[config.mk]
export PLATFORM = sky130hd
export DESIGN_NAME = square_wave_plateau_detector_flat
export DESIGN_NICKNAME = d
export VERILOG_FILES = /design/src/design/swpd_pkg.sv /design/src/design/swpd_if.sv /design/src/design/square_wave_plateau_detector.sv /design/src/flat_wrapper.sv
export SDC_FILE = /design/constraint.sdc
export NUM_CORES = 1
export LEC_CHECK = 0
export ABC_CLOCK_PERIOD_IN_PS = 14150
export BUFFER_PORTS_ARGS = -buffer_cell sky130_fd_sc_hd__buf_2
export CAP_MARGIN = 20
export CORE_UTILIZATION = 30
export DETAILED_ROUTE_END_ITERATION = 7
export HOLD_SLACK_MARGIN = 0.03
export PLACE_DENSITY_LB_ADDON = 0.15
export SYNTH_ARGS = -nofsm -noshare
export SYNTH_HDL_FRONTEND = slang
export SYNTH_SLANG_ARGS = --single-unit
[constraint.sdc]
create_clock -name clock -period 14.15 [get_ports clock]
set_input_delay 1.415 -clock clock [delete_from_list [all_inputs] [get_ports clock]]
set_output_delay 1.415 -clock clock [all_outputs]
set_load 0.02 [all_outputs]
[src/design/swpd_pkg.sv]
`timescale 1ns / 1ps
package swpd_pkg;

   // register map, word index = paddr[4:2]
   localparam int          CSR_ADDR_BITS = 5;
   localparam int          CSR_IDX_BITS  = 3;
   localparam logic [2:0]  REG_LEVEL_FLOOR     = 3'd0;
   localparam logic [2:0]  REG_MATCH_TOLERANCE = 3'd1;
   localparam logic [2:0]  REG_BREAK_COUNT     = 3'd2;
   localparam logic [2:0]  REG_MIN_RUN         = 3'd3;
   localparam logic [2:0]  REG_MIN_LEVEL       = 3'd4;

   // fixed register field widths
   localparam int LEVEL_BITS = 12;
   localparam int BREAK_BITS = 4;
   localparam int MINRUN_BITS = 16;

   localparam logic [LEVEL_BITS-1:0]  LEVEL_FLOOR_RST     = 12'd30;
   localparam logic [LEVEL_BITS-1:0]  MATCH_TOLERANCE_RST = 12'd9;
   localparam logic [BREAK_BITS-1:0]  BREAK_COUNT_RST     = 4'd3;
   localparam logic [MINRUN_BITS-1:0] MIN_RUN_RST         = 16'd100;
   localparam logic [LEVEL_BITS-1:0]  MIN_LEVEL_RST       = 12'd1000;

   // deviation counter saturates here
   localparam logic [BREAK_BITS-1:0]  DEV_MAX = 4'd15;

   // output buffer occupancy
   typedef logic [1:0] fill_type;
   localparam fill_type FILL_EMPTY = 2'd0;
   localparam fill_type FILL_ONE   = 2'd1;
   localparam fill_type FILL_FULL  = 2'd2;

endpackage

[src/design/swpd_if.sv]
`timescale 1ns / 1ps
interface swpd_req_if #(
   parameter int SAMPLE_BITS = 12
);
   logic                   valid;
   logic                   ready;
   logic [SAMPLE_BITS-1:0] sample;
   logic                   window_end;

   modport source (output valid, sample, window_end, input ready);
   modport sink   (input valid, sample, window_end, output ready);
endinterface

interface swpd_rsp_if #(
   parameter int SAMPLE_BITS = 12,
   parameter int RUN_BITS    = 16
);
   logic                   valid;
   logic                   ready;
   logic                   is_square;
   logic [RUN_BITS-1:0]    longest_run;
   logic [SAMPLE_BITS-1:0] plateau_level;

   modport source (output valid, is_square, longest_run, plateau_level, input ready);
   modport sink   (input valid, is_square, longest_run, plateau_level, output ready);
endinterface

[src/design/square_wave_plateau_detector.sv]
`timescale 1ns / 1ps
// Square-wave plateau detector. Each req beat carries one ADC sample and a
// window_end flag. Samples at or below level_floor are dropped; a sample whose
// distance from the current reference is below match_tolerance lengthens the
// running plateau, otherwise a saturating deviation count rises and, once it
// passes break_count, the plateau just ended is recorded if strictly longest
// and the sample becomes the new reference. The beat flagged window_end yields
// one rsp beat (is_square, longest_run, plateau_level) and clears the window
// state; all other beats yield nothing. Throughput is one sample per cycle
// while req is ready: the whole state update is a single subtract, compare and
// increment between the state registers, and the result of a window_end beat
// is registered into a two-entry output buffer, so req stays ready while a
// result waits and only stalls when both entries are held by the sink.
// Registers are written over the csr_ APB port at byte address 4*index.
module square_wave_plateau_detector #(
   parameter int SAMPLE_BITS = 12,
   parameter int RUN_BITS    = 16
) (
   input  logic                  clock,
   input  logic                  reset,
   swpd_req_if.sink              req_bus,
   swpd_rsp_if.source            rsp_bus,
   input  logic                  csr_psel,
   input  logic                  csr_penable,
   input  logic                  csr_pwrite,
   input  logic [4:0]            csr_paddr,
   input  logic [31:0]           csr_pwdata,
   output logic [31:0]           csr_prdata,
   output logic                  csr_pready
);
   import swpd_pkg::*;

   // compare widths: wide enough for both the sample and the 12-bit levels
   localparam int LW = (SAMPLE_BITS > LEVEL_BITS) ? SAMPLE_BITS : LEVEL_BITS;
   localparam int RW = (RUN_BITS > MINRUN_BITS) ? RUN_BITS : MINRUN_BITS;
   localparam logic [RUN_BITS-1:0] RUN_MAX = {RUN_BITS{1'b1}};

   // ---------------- configuration registers ----------------
   logic [LEVEL_BITS-1:0]  level_floor_ff,     level_floor_in;
   logic [LEVEL_BITS-1:0]  match_tolerance_ff, match_tolerance_in;
   logic [BREAK_BITS-1:0]  break_count_ff,     break_count_in;
   logic [MINRUN_BITS-1:0] min_run_ff,         min_run_in;
   logic [LEVEL_BITS-1:0]  min_level_ff,       min_level_in;

   logic                    csr_wr;
   logic [CSR_IDX_BITS-1:0] csr_idx;

   assign csr_pready = 1'b1;
   assign csr_wr     = csr_psel && csr_penable && csr_pwrite && csr_pready;
   assign csr_idx    = csr_paddr[CSR_ADDR_BITS-1:2];

   always_comb begin
      level_floor_in     = level_floor_ff;
      match_tolerance_in = match_tolerance_ff;
      break_count_in     = break_count_ff;
      min_run_in         = min_run_ff;
      min_level_in       = min_level_ff;
      if (csr_wr) begin
         unique case (csr_idx)
            REG_LEVEL_FLOOR:     level_floor_in     = csr_pwdata[LEVEL_BITS-1:0];
            REG_MATCH_TOLERANCE: match_tolerance_in = csr_pwdata[LEVEL_BITS-1:0];
            REG_BREAK_COUNT:     break_count_in     = csr_pwdata[BREAK_BITS-1:0];
            REG_MIN_RUN:         min_run_in         = csr_pwdata[MINRUN_BITS-1:0];
            REG_MIN_LEVEL:       min_level_in       = csr_pwdata[LEVEL_BITS-1:0];
            default: ;  // unmapped word: write dropped
         endcase
      end
   end

   always_comb begin
      unique case (csr_idx)
         REG_LEVEL_FLOOR:     csr_prdata = {{(32-LEVEL_BITS){1'b0}}, level_floor_ff};
         REG_MATCH_TOLERANCE: csr_prdata = {{(32-LEVEL_BITS){1'b0}}, match_tolerance_ff};
         REG_BREAK_COUNT:     csr_prdata = {{(32-BREAK_BITS){1'b0}}, break_count_ff};
         REG_MIN_RUN:         csr_prdata = {{(32-MINRUN_BITS){1'b0}}, min_run_ff};
         REG_MIN_LEVEL:       csr_prdata = {{(32-LEVEL_BITS){1'b0}}, min_level_ff};
         default:             csr_prdata = 32'd0;
      endcase
   end

   always_ff @(posedge clock) begin
      if (reset) begin
         level_floor_ff     <= LEVEL_FLOOR_RST;
         match_tolerance_ff <= MATCH_TOLERANCE_RST;
         break_count_ff     <= BREAK_COUNT_RST;
         min_run_ff         <= MIN_RUN_RST;
         min_level_ff       <= MIN_LEVEL_RST;
      end else begin
         level_floor_ff     <= level_floor_in;
         match_tolerance_ff <= match_tolerance_in;
         break_count_ff     <= break_count_in;
         min_run_ff         <= min_run_in;
         min_level_ff       <= min_level_in;
      end
   end

   // ---------------- window state ----------------
   logic [SAMPLE_BITS-1:0] ref_ff,  ref_in;
   logic [RUN_BITS-1:0]    run_ff,  run_in;
   logic [RUN_BITS-1:0]    best_ff, best_in;
   logic [SAMPLE_BITS-1:0] blvl_ff, blvl_in;
   logic [BREAK_BITS-1:0]  dev_ff,  dev_in;

   logic                   req_fire;
   logic [LW-1:0]          smp_w, ref_w;
   logic [LW-1:0]          diff;
   logic                   above_floor, matched, broken;
   logic [BREAK_BITS-1:0]  dev_inc;

   // result being formed this cycle
   logic                   res_sq;
   logic [RUN_BITS-1:0]    res_run;
   logic [SAMPLE_BITS-1:0] res_lvl;

   assign req_fire = req_bus.valid && req_bus.ready;

   assign smp_w       = LW'(req_bus.sample);
   assign ref_w       = LW'(ref_ff);
   assign diff        = (smp_w > ref_w) ? (smp_w - ref_w) : (ref_w - smp_w);
   assign above_floor = smp_w > LW'(level_floor_ff);
   assign matched     = diff < LW'(match_tolerance_ff);
   assign dev_inc     = (dev_ff < DEV_MAX) ? (dev_ff + 1'b1) : dev_ff;
   assign broken      = dev_inc > break_count_ff;

   always_comb begin
      ref_in  = ref_ff;
      run_in  = run_ff;
      best_in = best_ff;
      blvl_in = blvl_ff;
      dev_in  = dev_ff;
      if (req_fire && above_floor) begin
         if (matched) begin
            if (run_ff < RUN_MAX) run_in = run_ff + 1'b1;
            dev_in = '0;
         end else begin
            dev_in = dev_inc;
            if (broken) begin
               if (best_ff < run_ff) begin
                  best_in = run_ff;
                  blvl_in = ref_ff;
               end
               run_in = '0;
               ref_in = req_bus.sample;
            end
         end
      end
      // verdict uses the best plateau after this sample; running one not counted
      res_run = best_in;
      res_lvl = blvl_in;
      res_sq  = (RW'(best_in) > RW'(min_run_ff)) && (LW'(blvl_in) > LW'(min_level_ff));
      if (req_fire && req_bus.window_end) begin
         ref_in  = '0;
         run_in  = '0;
         best_in = '0;
         blvl_in = '0;
         dev_in  = '0;
      end
   end

   always_ff @(posedge clock) begin
      if (reset) begin
         ref_ff  <= '0;
         run_ff  <= '0;
         best_ff <= '0;
         blvl_ff <= '0;
         dev_ff  <= '0;
      end else begin
         ref_ff  <= ref_in;
         run_ff  <= run_in;
         best_ff <= best_in;
         blvl_ff <= blvl_in;
         dev_ff  <= dev_in;
      end
   end

   // ---------------- two-entry result buffer ----------------
   // entry 0 drives rsp; entry 1 catches a result while entry 0 is stalled
   logic                   push, pop;
   fill_type               fill_ff, fill_in;
   logic                   sq0_ff, sq0_in, sq1_ff, sq1_in;
   logic [RUN_BITS-1:0]    run0_ff, run0_in, run1_ff, run1_in;
   logic [SAMPLE_BITS-1:0] lvl0_ff, lvl0_in, lvl1_ff, lvl1_in;

   assign push = req_fire && req_bus.window_end;
   assign pop  = rsp_bus.valid && rsp_bus.ready;

   assign req_bus.ready         = (fill_ff != FILL_FULL);
   assign rsp_bus.valid         = (fill_ff != FILL_EMPTY);
   assign rsp_bus.is_square     = sq0_ff;
   assign rsp_bus.longest_run   = run0_ff;
   assign rsp_bus.plateau_level = lvl0_ff;

   always_comb begin
      fill_in = fill_ff;
      sq0_in  = sq0_ff;
      run0_in = run0_ff;
      lvl0_in = lvl0_ff;
      sq1_in  = sq1_ff;
      run1_in = run1_ff;
      lvl1_in = lvl1_ff;
      if (pop) begin
         // shift entry 1 forward
         sq0_in  = sq1_ff;
         run0_in = run1_ff;
         lvl0_in = lvl1_ff;
      end
      if (push) begin
         if (fill_ff == FILL_EMPTY || (fill_ff == FILL_ONE && pop)) begin
            sq0_in  = res_sq;
            run0_in = res_run;
            lvl0_in = res_lvl;
         end else begin
            sq1_in  = res_sq;
            run1_in = res_run;
            lvl1_in = res_lvl;
         end
      end
      if (push && !pop)      fill_in = fill_ff + 1'b1;
      else if (pop && !push) fill_in = fill_ff - 1'b1;
   end

   always_ff @(posedge clock) begin
      if (reset) begin
         fill_ff <= FILL_EMPTY;
      end else begin
         fill_ff <= fill_in;
      end
   end

   always_ff @(posedge clock) begin
      sq0_ff  <= sq0_in;
      run0_ff <= run0_in;
      lvl0_ff <= lvl0_in;
      sq1_ff  <= sq1_in;
      run1_ff <= run1_in;
      lvl1_ff <= lvl1_in;
   end

   // ---------------- checks ----------------
   a_fill_bound: assert property (@(posedge clock) disable iff (reset)
      fill_ff == FILL_EMPTY || fill_ff == FILL_ONE || fill_ff == FILL_FULL)
      else $error("result buffer over-filled");

   a_window_clear: assert property (@(posedge clock) disable iff (reset)
      push |=> (run_ff == '0 && best_ff == '0 && dev_ff == '0 && ref_ff == '0))
      else $error("window state not cleared after window end");

   a_idle_hold: assert property (@(posedge clock) disable iff (reset)
      !req_fire |=> ($stable(run_ff) && $stable(best_ff) && $stable(dev_ff)))
      else $error("window state moved without a sample");

   a_pop_drains: assert property (@(posedge clock) disable iff (reset)
      (pop && !push) |=> (fill_ff == $past(fill_ff) - 2'd1))
      else $error("result buffer count wrong after drain");

   a_best_monotone: assert property (@(posedge clock) disable iff (reset)
      (req_fire && !req_bus.window_end) |=> (best_ff >= $past(best_ff)))
      else $error("longest plateau shrank within a window");

endmodule

[src/flat_wrapper.sv]
// flat-port wrapper written by rule: the top's interface ports become plain ports
module square_wave_plateau_detector_flat import swpd_pkg::*;
#(
   parameter int SAMPLE_BITS = 12,
   parameter int RUN_BITS    = 16
)
  (clock, reset, csr_psel, csr_penable, csr_pwrite, csr_paddr, csr_pwdata, csr_prdata, csr_pready, req_bus_valid, req_bus_sample, req_bus_window_end, req_bus_ready, rsp_bus_valid, rsp_bus_is_square, rsp_bus_longest_run, rsp_bus_plateau_level, rsp_bus_ready);
  swpd_req_if #(.SAMPLE_BITS(SAMPLE_BITS)) req_bus_i ();
  swpd_rsp_if #(.SAMPLE_BITS(SAMPLE_BITS), .RUN_BITS(RUN_BITS)) rsp_bus_i ();
  input  logic clock;
  input  logic reset;
  input  logic csr_psel;
  input  logic csr_penable;
  input  logic csr_pwrite;
  input  logic [4:0] csr_paddr;
  input  logic [31:0] csr_pwdata;
  output logic [31:0] csr_prdata;
  output logic csr_pready;
  input wire logic [$bits(req_bus_i.valid)-1:0] req_bus_valid;
  input wire logic [$bits(req_bus_i.sample)-1:0] req_bus_sample;
  input wire logic [$bits(req_bus_i.window_end)-1:0] req_bus_window_end;
  output wire logic [$bits(req_bus_i.ready)-1:0] req_bus_ready;
  output wire logic [$bits(rsp_bus_i.valid)-1:0] rsp_bus_valid;
  output wire logic [$bits(rsp_bus_i.is_square)-1:0] rsp_bus_is_square;
  output wire logic [$bits(rsp_bus_i.longest_run)-1:0] rsp_bus_longest_run;
  output wire logic [$bits(rsp_bus_i.plateau_level)-1:0] rsp_bus_plateau_level;
  input wire logic [$bits(rsp_bus_i.ready)-1:0] rsp_bus_ready;
  assign req_bus_i.valid = req_bus_valid;
  assign req_bus_i.sample = req_bus_sample;
  assign req_bus_i.window_end = req_bus_window_end;
  assign req_bus_ready = req_bus_i.ready;
  assign rsp_bus_valid = rsp_bus_i.valid;
  assign rsp_bus_is_square = rsp_bus_i.is_square;
  assign rsp_bus_longest_run = rsp_bus_i.longest_run;
  assign rsp_bus_plateau_level = rsp_bus_i.plateau_level;
  assign rsp_bus_i.ready = rsp_bus_ready;
  square_wave_plateau_detector #(.SAMPLE_BITS(SAMPLE_BITS), .RUN_BITS(RUN_BITS)) u_core (.clock(clock), .reset(reset), .req_bus(req_bus_i), .rsp_bus(rsp_bus_i), .csr_psel(csr_psel), .csr_penable(csr_penable), .csr_pwrite(csr_pwrite), .csr_paddr(csr_paddr), .csr_pwdata(csr_pwdata), .csr_prdata(csr_prdata), .csr_pready(csr_pready));
endmodule
# Word level (Yosys, flattened, before mapping)
# Index checks and enable logic that the tools add are counted.
dict set report word_totals {
  out_inout_bits 64
  ff_bits 176
  wordCells 94
}
dict set report classes {
  n_eq_ne 7
  addsub 6
  muxes 26
  magnitude_cmp 9
  n_reduce_logical 27
  bitwise 2
}
# op count
set ops {}
lappend ops {{$mux W16} 10}
lappend ops {{$mux W12} 8}
lappend ops {{$pmux W16 S5} 1}
lappend ops {{$gt A12 B12 Y1} 3}
lappend ops {{$sub A12 B12 Y12} 2}
lappend ops {{$add A16 B1 Y16 const B} 1}
lappend ops {{$gt A16 B16 Y1} 1}
lappend ops {{$lt A16 B16 Y1} 1}
lappend ops {{$lt A16 B16 Y1 const B} 1}
lappend ops {{$lt A12 B12 Y1} 1}
lappend ops {{$reduce_and A2 Y1} 6}
lappend ops {{$logic_and A1 B1 Y1} 10}
lappend ops {{$mux W4} 2}
lappend ops {{$eq A3 B2 Y1 const B} 2}
lappend ops {{$reduce_and A3 Y1} 2}
lappend ops {{$reduce_bool A2 Y1} 3}
lappend ops {{$add A4 B1 Y4 const B} 1}
lappend ops {{$gt A4 B4 Y1} 1}
lappend ops {{$lt A4 B4 Y1 const B} 1}
lappend ops {{$mux W2} 2}
lappend ops {{$ne A2 B2 Y1 const B} 2}
lappend ops {{$eq A3 B1 Y1 const B} 1}
lappend ops {{$eq A3 B3 Y1 const B} 1}
lappend ops {{$logic_not A3 Y1} 1}
lappend ops {{other kinds (9)} 13}

# Depth between registers and ports, before layout
# Gate-level depths: netlist of the first run.
dict set report depth {
  ltp_word 10
  mapped_depth 30
  ltp_nobuf 27
}

# Worst setup path before layout of the first run
# No wires, ideal clock.
dict set report synth_timing {
  path_kind {input-to-reg}
  startpoint {in req_bus_sample[0]}
  endpoint {reg u_core.sq0_ff, in the netlist u_core.rsp_bus.is_square}
  setup_ns 0.114
  setup_slack_ns 7.185
  path_buffers 3
  arrival_time_ns 6.851
  required_ns 14.036
  path_stages 29
  path_cell_list {inv_1 ha_1 inv_1 fa_1 nand3_1 a211oi_1 a211oi_2 nor2_1 buf_2 mux2_1 a2111oi_0 nor4bb_1 ha_1 nand4_1 nor4_1 nor3_2 nor4_1 buf_4 buf_8 mux2i_1 inv_1 ha_1 a21oi_1 nor2b_1 o311a_1 a211oi_1 o221ai_1 o2111a_1 a21o_1}
}
dict set report synth_via {
  elab_chain_len 9
  word_cells_on_any_way 16
  cone_classes {add/sub (2); order compare (5); mux (7); reduce/logical (2)}
}
# element line
set synth_rtl {}
lappend synth_rtl {{start: declaration} flat_wrapper.sv:20} ;# input wire logic [$bits(req_bus_i.sample)-1:0] req_bus_sample;
lappend synth_rtl {{$sub A12 B12 Y12 or $gt A12 B12 Y1 (tied branches)} square_wave_plateau_detector.sv:119} ;# assign diff = (smp_w > ref_w) ? (smp_w - ref_w) : (ref_w - smp_w);
lappend synth_rtl {{$mux W12} square_wave_plateau_detector.sv:119}
lappend synth_rtl {{$lt A12 B12 Y1} square_wave_plateau_detector.sv:121} ;# assign matched = diff < LW'(match_tolerance_ff);
lappend synth_rtl {{$mux W16} square_wave_plateau_detector.sv:132} ;# if (matched) begin
lappend synth_rtl {{$mux W16 (*)} square_wave_plateau_detector.sv:131} ;# if (req_fire && above_floor) begin
lappend synth_rtl {{named net u_core.res_run[3]} square_wave_plateau_detector.sv:112} ;# logic [RUN_BITS-1:0] res_run;
lappend synth_rtl {{$gt A16 B16 Y1 (*)} square_wave_plateau_detector.sv:150} ;# res_sq = (RW'(best_in) > RW'(min_run_ff)) && (LW'(blvl_in) > LW'(min_level_ff));
lappend synth_rtl {{$logic_and A1 B1 Y1 (*)} square_wave_plateau_detector.sv:150}
lappend synth_rtl {{named net u_core.res_sq} square_wave_plateau_detector.sv:111} ;# logic res_sq;
lappend synth_rtl {{$mux W1 (*)} square_wave_plateau_detector.sv:208} ;# if (fill_ff == FILL_EMPTY || (fill_ff == FILL_ONE && pop)) begin
lappend synth_rtl {{$mux W1 (*)} square_wave_plateau_detector.sv:207} ;# if (push) begin
lappend synth_rtl {{named net u_core.sq0_in} square_wave_plateau_detector.sv:180} ;# logic sq0_ff, sq0_in, sq1_ff, sq1_in;
lappend synth_rtl {{end signal: assignment} square_wave_plateau_detector.sv:231} ;# sq0_ff <= sq0_in;
lappend synth_rtl {{end: declaration} square_wave_plateau_detector.sv:180}
# The timed path passes the listed nets; every way through them passes the cells marked *.
# A chain may end at the register's enable or synchronous reset.

# Worst setup path after layout of the first run
dict set report layout_timing {
  startpoint {in req_bus_sample[6]}
  endpoint {reg u_core.sq0_ff, in the netlist u_core.rsp_bus.is_square}
}
# Same word-level chain as after synthesis.

==> results.toml, run 1 <==
[timing]
fmax_mhz = 115.3
rsz0062_at_grt = "false"
hold_viol = 0
skew_ns = 0.02166
drv_slew = 0
max_slew.worst_pin.slew_ns = 1.089
fin_crit_sh_pct = 61.31
holdWs_ns = 0.4555
slew_headroom_pct = 27.14
fin_tns_setup_ns = 0
setup_viol = 0
period_minus_slack_ns = 8.676

[worst_setup_path]
critPathCaptureType = "flop"
cp.arrival_ns = 9.01
crit_top_cell = "nand4_1"
cp_slowest_cell = "nor2_1"
start_kind = "primary input"
path_max_fanout = 28
crit_required_ns = 14.49
crit_type = "primary input to flop"
worst_path_largest_cell_delay_ns = 0.86

[logic_synthesis]
synth_cell_type_count = 72
synth_top_area_share_pct = 29.11
async_reset_ff_share_pct = 0
synth_edf_count = 29
synth_top_cell_by_area = "dfxtp_1"
synth_top_flop_cell = "dfxtp_1"
yosys_register_bits = 176
synthesis.instances = 1154
synth_seq_area_share_pct = 37.72
avgSynthCellArea_um2 = 8.761
synthTopCellsByArea = "dfxtp_1 (29%), ha_1 (12%), edfxtp_1 (8.6%)"
ys_warn_count = 0
syn-cell-area_um2 = 10110

[min_path]
holdCritPathClass = "flop to flop"

[power_and_ir_drop]
power.density_nw_per_um2 = 129.2
p_leak_nw = 4.782
vdd_drop_max_mv = 0.06995

[floorplanning]
fp.dieW_um = 185.6
io_pins = 121
rows = 66
die_area_um2 = 34440
initial_core_util_pct = 30.76
fp.dieH_um = 185.6
core-area_um2 = 32870

[global_routing]
grtUsageTotal_pct = 17.49
antenna_found_initial = 0
grt_max_degree = 59
gr-total-overflow = 0
grt_pass1_vias = 7551
grt_pass1_wl_um = 45200

[route]
ant_nets = 0
vias = 8015
drc = 0
routed_wl_um = 28870
post_drt_wl_per_cell_um = 17.30
dr.pass1.iters = 4
drtIter0Drc = 443
via_per_inst = 4.802

[final_layout]
nNetsFinal = 1372
drive_gt1_share_pct = 12.71
final_common_cell = "dfxtp_1"
num_antenna_cells = 0
area_delta_synth_final_pct = 13.37
design_area_um2 = 11460
filler_cell_count = 3509
final_cell_mix = "dfxtp_1 (147), inv_1 (131), nor2_1 (108)"

[place]
portBuffers = 85
placed_area_um2 = 10890
hpwl_um = 22040
gp_congestion = 0.8812

[clock_tree]
insertion_delay_ns = 0.44
cts.repair.resized = 0
post_cts_buffers = 0
cts_tree = "built"
cts_root_buf = "clkbuf_16"
cts_hold_buffers = 0
clk_path_buf_depth = 2
htree_levels = 4
cts.sinks = 176
numCtsBuffers = 17
path_clk_slew_ns = 0.07

[status]
outcome = "complete, no violations"

[job]
drv_cap = 0
[registers in the layout, indices dropped and copies added, names as in the netlist]
signal                        cells
u_core.match_tolerance_ff        12
u_core.ref_ff                    12
u_core.min_level_ff              12
u_core.min_run_ff                16
u_core.break_count_ff             4
u_core.level_floor_ff            12
u_core.dev_ff                     4
u_core.rsp_bus.plateau_level     12
u_core.run1_ff                   16
u_core.rsp_bus.is_square          1
u_core.blvl_ff                   12
u_core.sq1_ff                     1
u_core.lvl1_ff                   12
u_core.best_ff                   16
u_core.run_ff                    16
u_core.rsp_bus.longest_run       16
u_core.fill_ff                    2
[critical path, delay by kind of cell]
kind                       cells  cell delay (ns)
AOI/OAI and AO/OA              4             0.83
muxes                          2             0.90
adders and majority gates      3             1.03
buffers and inverters          4             0.88
and+or+nand+nor               12             3.92
[layout make-up]
| type | count | area (um^2) | share of cell area [%] |
|---|---|---|---|
| Clock inverter | 13 | 118.9 | 1.037 |
| Sequential cell | 176 | 3814 | 33.28 |
| Clock buffer | 19 | 454.2 | 3.963 |
| Inverter | 131 | 491.7 | 4.290 |
| Multi-Input combinational cell | 791 | 5514 | 48.11 |
| Timing Repair Buffer | 97 | 515.5 | 4.498 |
| Tap cell | 442 | 553.0 | 4.825 |
[routing by layer]
metal / share of wire [%] / vias to the layer above / wire (um) / track usage [%]
li1: - / 4074 / - / -
met1: 52 / 3780 / 15060 / 25.89
met2: 43 / 147 / 12480 / 26.64
met3: 3.7 / 14 / 1066 / 2.583
met4: 0.91 / 0 / 263 / 3.541
met5: 0 / - / 0 / 0
[path summary, 6_finish.rpt]
kind	to	slack, ns	depth (start not counted)	from
worst max-delay path	u_core.rsp_bus.is_square	5.47	25	req_bus_sample[6]
worst max register to register	u_core.rsp_bus.is_square	6.27	23	u_core.ref_ff[6]
worst min register to register	u_core.min_run_ff[14]	0.46	2	u_core.min_run_ff[14]
worst min-delay path	u_core.min_run_ff[14]	0.46	2	u_core.min_run_ff[14]
[power by group]
| group | total, mW | internal, mW | switching (mW) | leakage, nW |
|---|---|---|---|---|
| sequential | 0.602 | 0.572 | 0.0306 | 1.47 |
| clock | 0.467 | 0.242 | 0.225 | 0.281 |
| combinational | 0.411 | 0.149 | 0.262 | 3.03 |
[stage by stage]
step	std cells	total power [mW]	utilization, %	setup slack [ns]
2_1_floorplan	1169	0.8987	-	7.185
3_3_place_gp	1637	1.027	33.13	4.935
3_5_place_dp	1637	1.028	33.13	4.975
4_1_cts	1669	1.499	34.87	5.433
5_1_grt	1669	1.570	34.87	4.878
6_report	1669	1.481	34.87	5.474
[cell usage after synthesis (all sizes together), types with 7 or more instances]
library cell and number:
dfxtp 147, inv 131, nor2 109, a21oi 107, ha 99, nand2 87
mux2i 71, clkbuf 39, nor2b 38, a211oi 35, buf 32, edfxtp 29
nand4 25, o21ai 22, a21o 17, nor3 15, o22ai 13, xnor2 13
o211ai 12, nand3 11, a22oi 9, mux2 8, xor2 8, a211o 7
[kinds of logic after synthesis]
kind of cell	Yosys count	synth area share, %
mux	79	7.921
simple gates	329	15.90
other cells	2	0.07429
xor+xnor	21	1.819
flops	176	37.72
compound gates	244	15.28
buf+inv	202	8.626
fa+ha+maj	101	12.65
Note: power is estimated with default switching activity, not from simulation.
==> inputs of run 2 (changes only) <==
Settings changed: ABC_CLOCK_PERIOD_IN_PS 14150 to 9100.
Clock period 14.15 ns to 9.1 ns, I/O delays scaled along.
==> results.toml, run 2 (synthesized netlist as in run 1, its figures left out) <==
[status]
outcome = "complete, no violations"

[worst_setup_path]
crit_type = "primary input to flop"
path_max_fanout = 28
critPathCaptureType = "flop"
start_kind = "primary input"
cp.arrival_ns = 7.74
crit_required_ns = 9.43

[timing]
fmax_mhz = 134.9
period_minus_slack_ns = 7.414
fin_crit_sh_pct = 81.48
setup_viol = 0
fin_tns_setup_ns = 0
slew_headroom_pct = 42.35
skew_ns = 0.02000
rsz0062_at_grt = "false"
hold_viol = 0
drv_slew = 0
max_slew.worst_pin.slew_ns = 0.8630

[floorplanning]
die_area_um2 = 34440
io_pins = 121
initial_core_util_pct = 30.76
rows = 66
fp.dieH_um = 185.6
fp.dieW_um = 185.6
core-area_um2 = 32870

[min_path]
holdCritPathClass = "flop to flop"

[clock_tree]
cts_tree = "built"
insertion_delay_ns = 0.44
cts_hold_buffers = 0
cts.sinks = 176
cts.repair.resized = 0
cts_root_buf = "clkbuf_16"
htree_levels = 4
path_clk_slew_ns = 0.07
clk_path_buf_depth = 2
post_cts_buffers = 0
numCtsBuffers = 17

[route]
routed_wl_um = 29000
via_per_inst = 4.793
met1_length_um = 15430
drtIter0Drc = 536
drc = 0
met2_length_um = 12470
post_drt_wl_per_cell_um = 17.33
top_layer = "met4"
vias = 8018
met3_length_um = 907
ant_nets = 0
dr.pass1.iters = 5

[final_layout]
nNetsFinal = 1376
final_cell_mix = "dfxtp_1 (147), inv_1 (131), nor2_1 (108)"
drive_gt1_share_pct = 13.00
num_antenna_cells = 0
filler_cell_count = 3463
area_delta_synth_final_pct = 14.44
final_common_cell = "dfxtp_1"

[global_routing]
antenna_found_initial = 0
gr-total-overflow = 0
grt_pass1_wl_um = 44660
grt_pass1_vias = 7338
grt_max_degree = 50
grtUsageTotal_pct = 17.40

[power_and_ir_drop]
power.density_nw_per_um2 = 205.9
vdd_drop_max_mv = 0.1133
finalPower_mw = 2.383
p_leak_nw = 4.837

[place]
portBuffers = 85
gp_congestion = 0.8834
hpwl_um = 22160

[job]
drv_cap = 0
## run 2: cell count changes in the layout (fill, tap and decap cells not counted), sizes merged
cell and delta:
buf +4, clkbuf +2, clkinv -3, bufinv +2, inv -1
## run 2: layout make-up
class	instances	area, um^2	share of cell area, %
Clock buffer	21	504.2	4.358
Tap cell	442	553.0	4.780
Inverter	131	491.7	4.250
Sequential cell	176	3814	32.96
Clock inverter	11	135.1	1.168
Multi-Input combinational cell	791	5514	47.66
Timing Repair Buffer	101	558.0	4.823
## run 2: final timing paths
kind | start | to | slack [ns] | cells after the start
worst min-delay path | u_core.min_run_ff[13] | u_core.min_run_ff[13] | 0.46 | 2
worst max register to register | u_core.ref_ff[6] | u_core.rsp_bus.is_square | 1.99 | 26
worst min register to register | u_core.min_run_ff[13] | u_core.min_run_ff[13] | 0.46 | 2
worst max-delay path | req_bus_sample[6] | u_core.rsp_bus.is_square | 1.69 | 28
## run 2: worst max-delay path, cell delays in order
cell and delay [ns]:
buf_2 0.15, inv_1 0.06, ha_1 0.45, nand4_1 0.26, a211oi_1 0.34, a211oi_2 0.12, nor2_1 0.42, buf_4 0.26
mux2_1 0.34, and2_0 0.16, nor4bb_1 0.57, ha_1 0.24, nand4_1 0.07, nor4_1 0.35, buf_4 0.21, nor3_2 0.10
nor4_2 0.35, buf_12 0.29, mux2i_1 0.34, inv_1 0.12, ha_1 0.31, a21oi_1 0.15, nor2b_1 0.06, o311a_1 0.34
a211oi_1 0.22, o221ai_1 0.17, o2111a_1 0.17, a21o_1 0.17
## run 2: stage by stage
stage | hold slack [ns] | setup WS (ns) | utilization [%] | cell area, um^2 | cells
3_5_place_dp | 0.4469 | 1.282 | 33.26 | 10930 | 1641
3_3_place_gp | 0.4419 | 1.320 | 33.26 | 10930 | 1641
5_1_grt | 0.4711 | 1.202 | 35.20 | 11570 | 1673
6_report | 0.4564 | 1.686 | 35.20 | 11570 | 1673
2_1_floorplan | 0.4363 | 2.640 | - | 10170 | 1169
4_1_cts | 0.4571 | 1.744 | 35.20 | 11570 | 1673
## run 2: power breakdown
part / switching [mW] / internal, mW / total, mW
registers: 0.0474 / 0.889 / 0.936
clock network: 0.343 / 0.461 / 0.805
logic: 0.408 / 0.233 / 0.641
## run 2: layer usage
layer  track usage, %  vias to the layer above
met2            26.13                      138
met1            26.02                     3764
met4            2.951                        0
met5                0                        -
li1                 -                     4103
met3            2.994                       13
==> inputs of run 3 (changes only) <==
Settings changed: ABC_CLOCK_PERIOD_IN_PS 9100 to 6900.
Clock period 9.1 ns to 6.9 ns, I/O delays scaled along.
==> results.toml, run 3 (synthesized netlist as in run 1, its figures left out) <==
[floorplanning]
core-area_um2 = 32870
die_area_um2 = 34440
fp.dieH_um = 185.6
initial_core_util_pct = 30.76
io_pins = 121
fp.dieW_um = 185.6
rows = 66

[clock_tree]
cts_root_buf = "clkbuf_16"
cts_tree = "built"
cts.sinks = 176
path_clk_slew_ns = 0.07
insertion_delay_ns = 0.44
htree_levels = 4
cts_hold_buffers = 0
clk_path_buf_depth = 2
numCtsBuffers = 17

[final_layout]
nNetsFinal = 1464
area_delta_synth_final_pct = 21.05
filler_cell_count = 3460
finish.utilization_pct = 37.24
fin_cells = 1761
drive_gt1_share_pct = 19.11
regArea_um2 = 3814
design_area_um2 = 12240
multi_input_area_um2 = 5550
final_common_cell = "dfxtp_1"
final_cell_mix = "dfxtp_1 (147), inv_1 (131), nor2_1 (107)"
num_antenna_cells = 0

[place]
placed_area_um2 = 11590
gp_congestion = 0.8305
hpwl_um = 23180
portBuffers = 85
dp.cells = 1729

[timing]
setup_viol = 0
skew_ns = 0.01427
period_minus_slack_ns = 6.528
hold_viol = 0
fmax_mhz = 153.2
slew_headroom_pct = 37.13
fin_crit_sh_pct = 94.61
holdWs_ns = 0.4569
drv_slew = 0
max_slew.worst_pin.slew_ns = 0.9411

[job]
drv_cap = 0

[global_routing]
grtUsageTotal_pct = 17.63
grt_pass1_vias = 7918
grt_pass1_wl_um = 45110
grt_max_degree = 59
gr-total-overflow = 0
antenna_found_initial = 2

[route]
drtIter0Drc = 455
drc = 0
dr.pass1.iters = 5
vias = 8384
post_drt_wl_per_cell_um = 16.79
routed_wl_um = 29570
ant_nets = 0
via_per_inst = 4.761

[power_and_ir_drop]
finalPower_mw = 3.125
power.density_nw_per_um2 = 255.3
p_leak_nw = 5.236
vdd_drop_max_mv = 0.1607

[min_path]
holdCritPathClass = "flop to flop"

[worst_setup_path]
cp_slowest_cell = "dfxtp_1"
critPathCaptureType = "flop"
path_max_fanout = 6
crit_type = "flop to flop"
cp.arrival_ns = 6.86
start_kind = "flop"
worst_path_largest_cell_delay_ns = 0.45
crit_required_ns = 7.23

[status]
outcome = "complete, no violations"
run 3: cell count changes in the layout (fill, tap and decap cells not counted), moves of 2 or more:
cell,delta
buf_4,+88
clkbuf_16,-3
clkinv_4,+3
a2111oi_0,-2
clkinvlp_4,+2
run 3: final timing paths:
check	start	to	slack [ns]	cells after the start
worst max-delay path	u_core.ref_ff[0]	u_core.rsp_bus.is_square	0.37	29
worst min-delay path	u_core.min_run_ff[13]	u_core.min_run_ff[13]	0.46	2
worst max register to register	u_core.ref_ff[0]	u_core.rsp_bus.is_square	0.37	29
worst min register to register	u_core.min_run_ff[13]	u_core.min_run_ff[13]	0.46	2
run 3: area by class of cell:
class / count / area share [%]
Multi-Input combinational cell: 791 / 45.35
Sequential cell: 176 / 31.16
Timing Repair Buffer: 189 / 9.958
Tap cell: 442 / 4.519
Inverter: 131 / 4.018
Clock buffer: 18 / 3.507
Clock inverter: 14 / 1.482
run 3: where the power goes:
group,total (mW),switching (mW),internal [mW]
combinational,0.876,0.544,0.332
sequential,1.23,0.0608,1.17
clock,1.01,0.438,0.577
total,3.12,1.04,2.08
run 3: critical path, delay by kind of cell (launching register included):
| kind | cells | cell delay [ns] |
|---|---|---|
| compound gates | 9 | 2.03 |
| simple gates | 8 | 1.35 |
| fa+ha+maj | 4 | 1.18 |
| buf+inv | 6 | 0.87 |
| mux | 2 | 0.58 |
| flops | 1 | 0.45 |
run 3: repair_timing:
action | in CTS | in global routing
gates resized for setup | 0 | 8
setup endpoints to repair | 0 | 2
endpoints found under the hold margin | 0 | 0
setup buffers | 0 | 0
run 3: metal layers:
layer | vias up | wire, um | track usage, %
met2 | 157 | 13120 | 27.82
met1 | 3948 | 15180 | 25.16
met5 | - | 0 | 0
li1 | 4263 | - | -
met4 | 0 | 282 | 3.705
met3 | 16 | 980 | 2.739
run 3: stage by stage:
stage | TNS, ns | setup slack (ns)
finish | 0 | 0.3718
global route | -0.02142 | -0.02142
CTS | 0 | 0.1383
detailed placement | -0.4957 | -0.2583
global placement | -0.5337 | -0.2777
floorplan | 0 | 0.6602
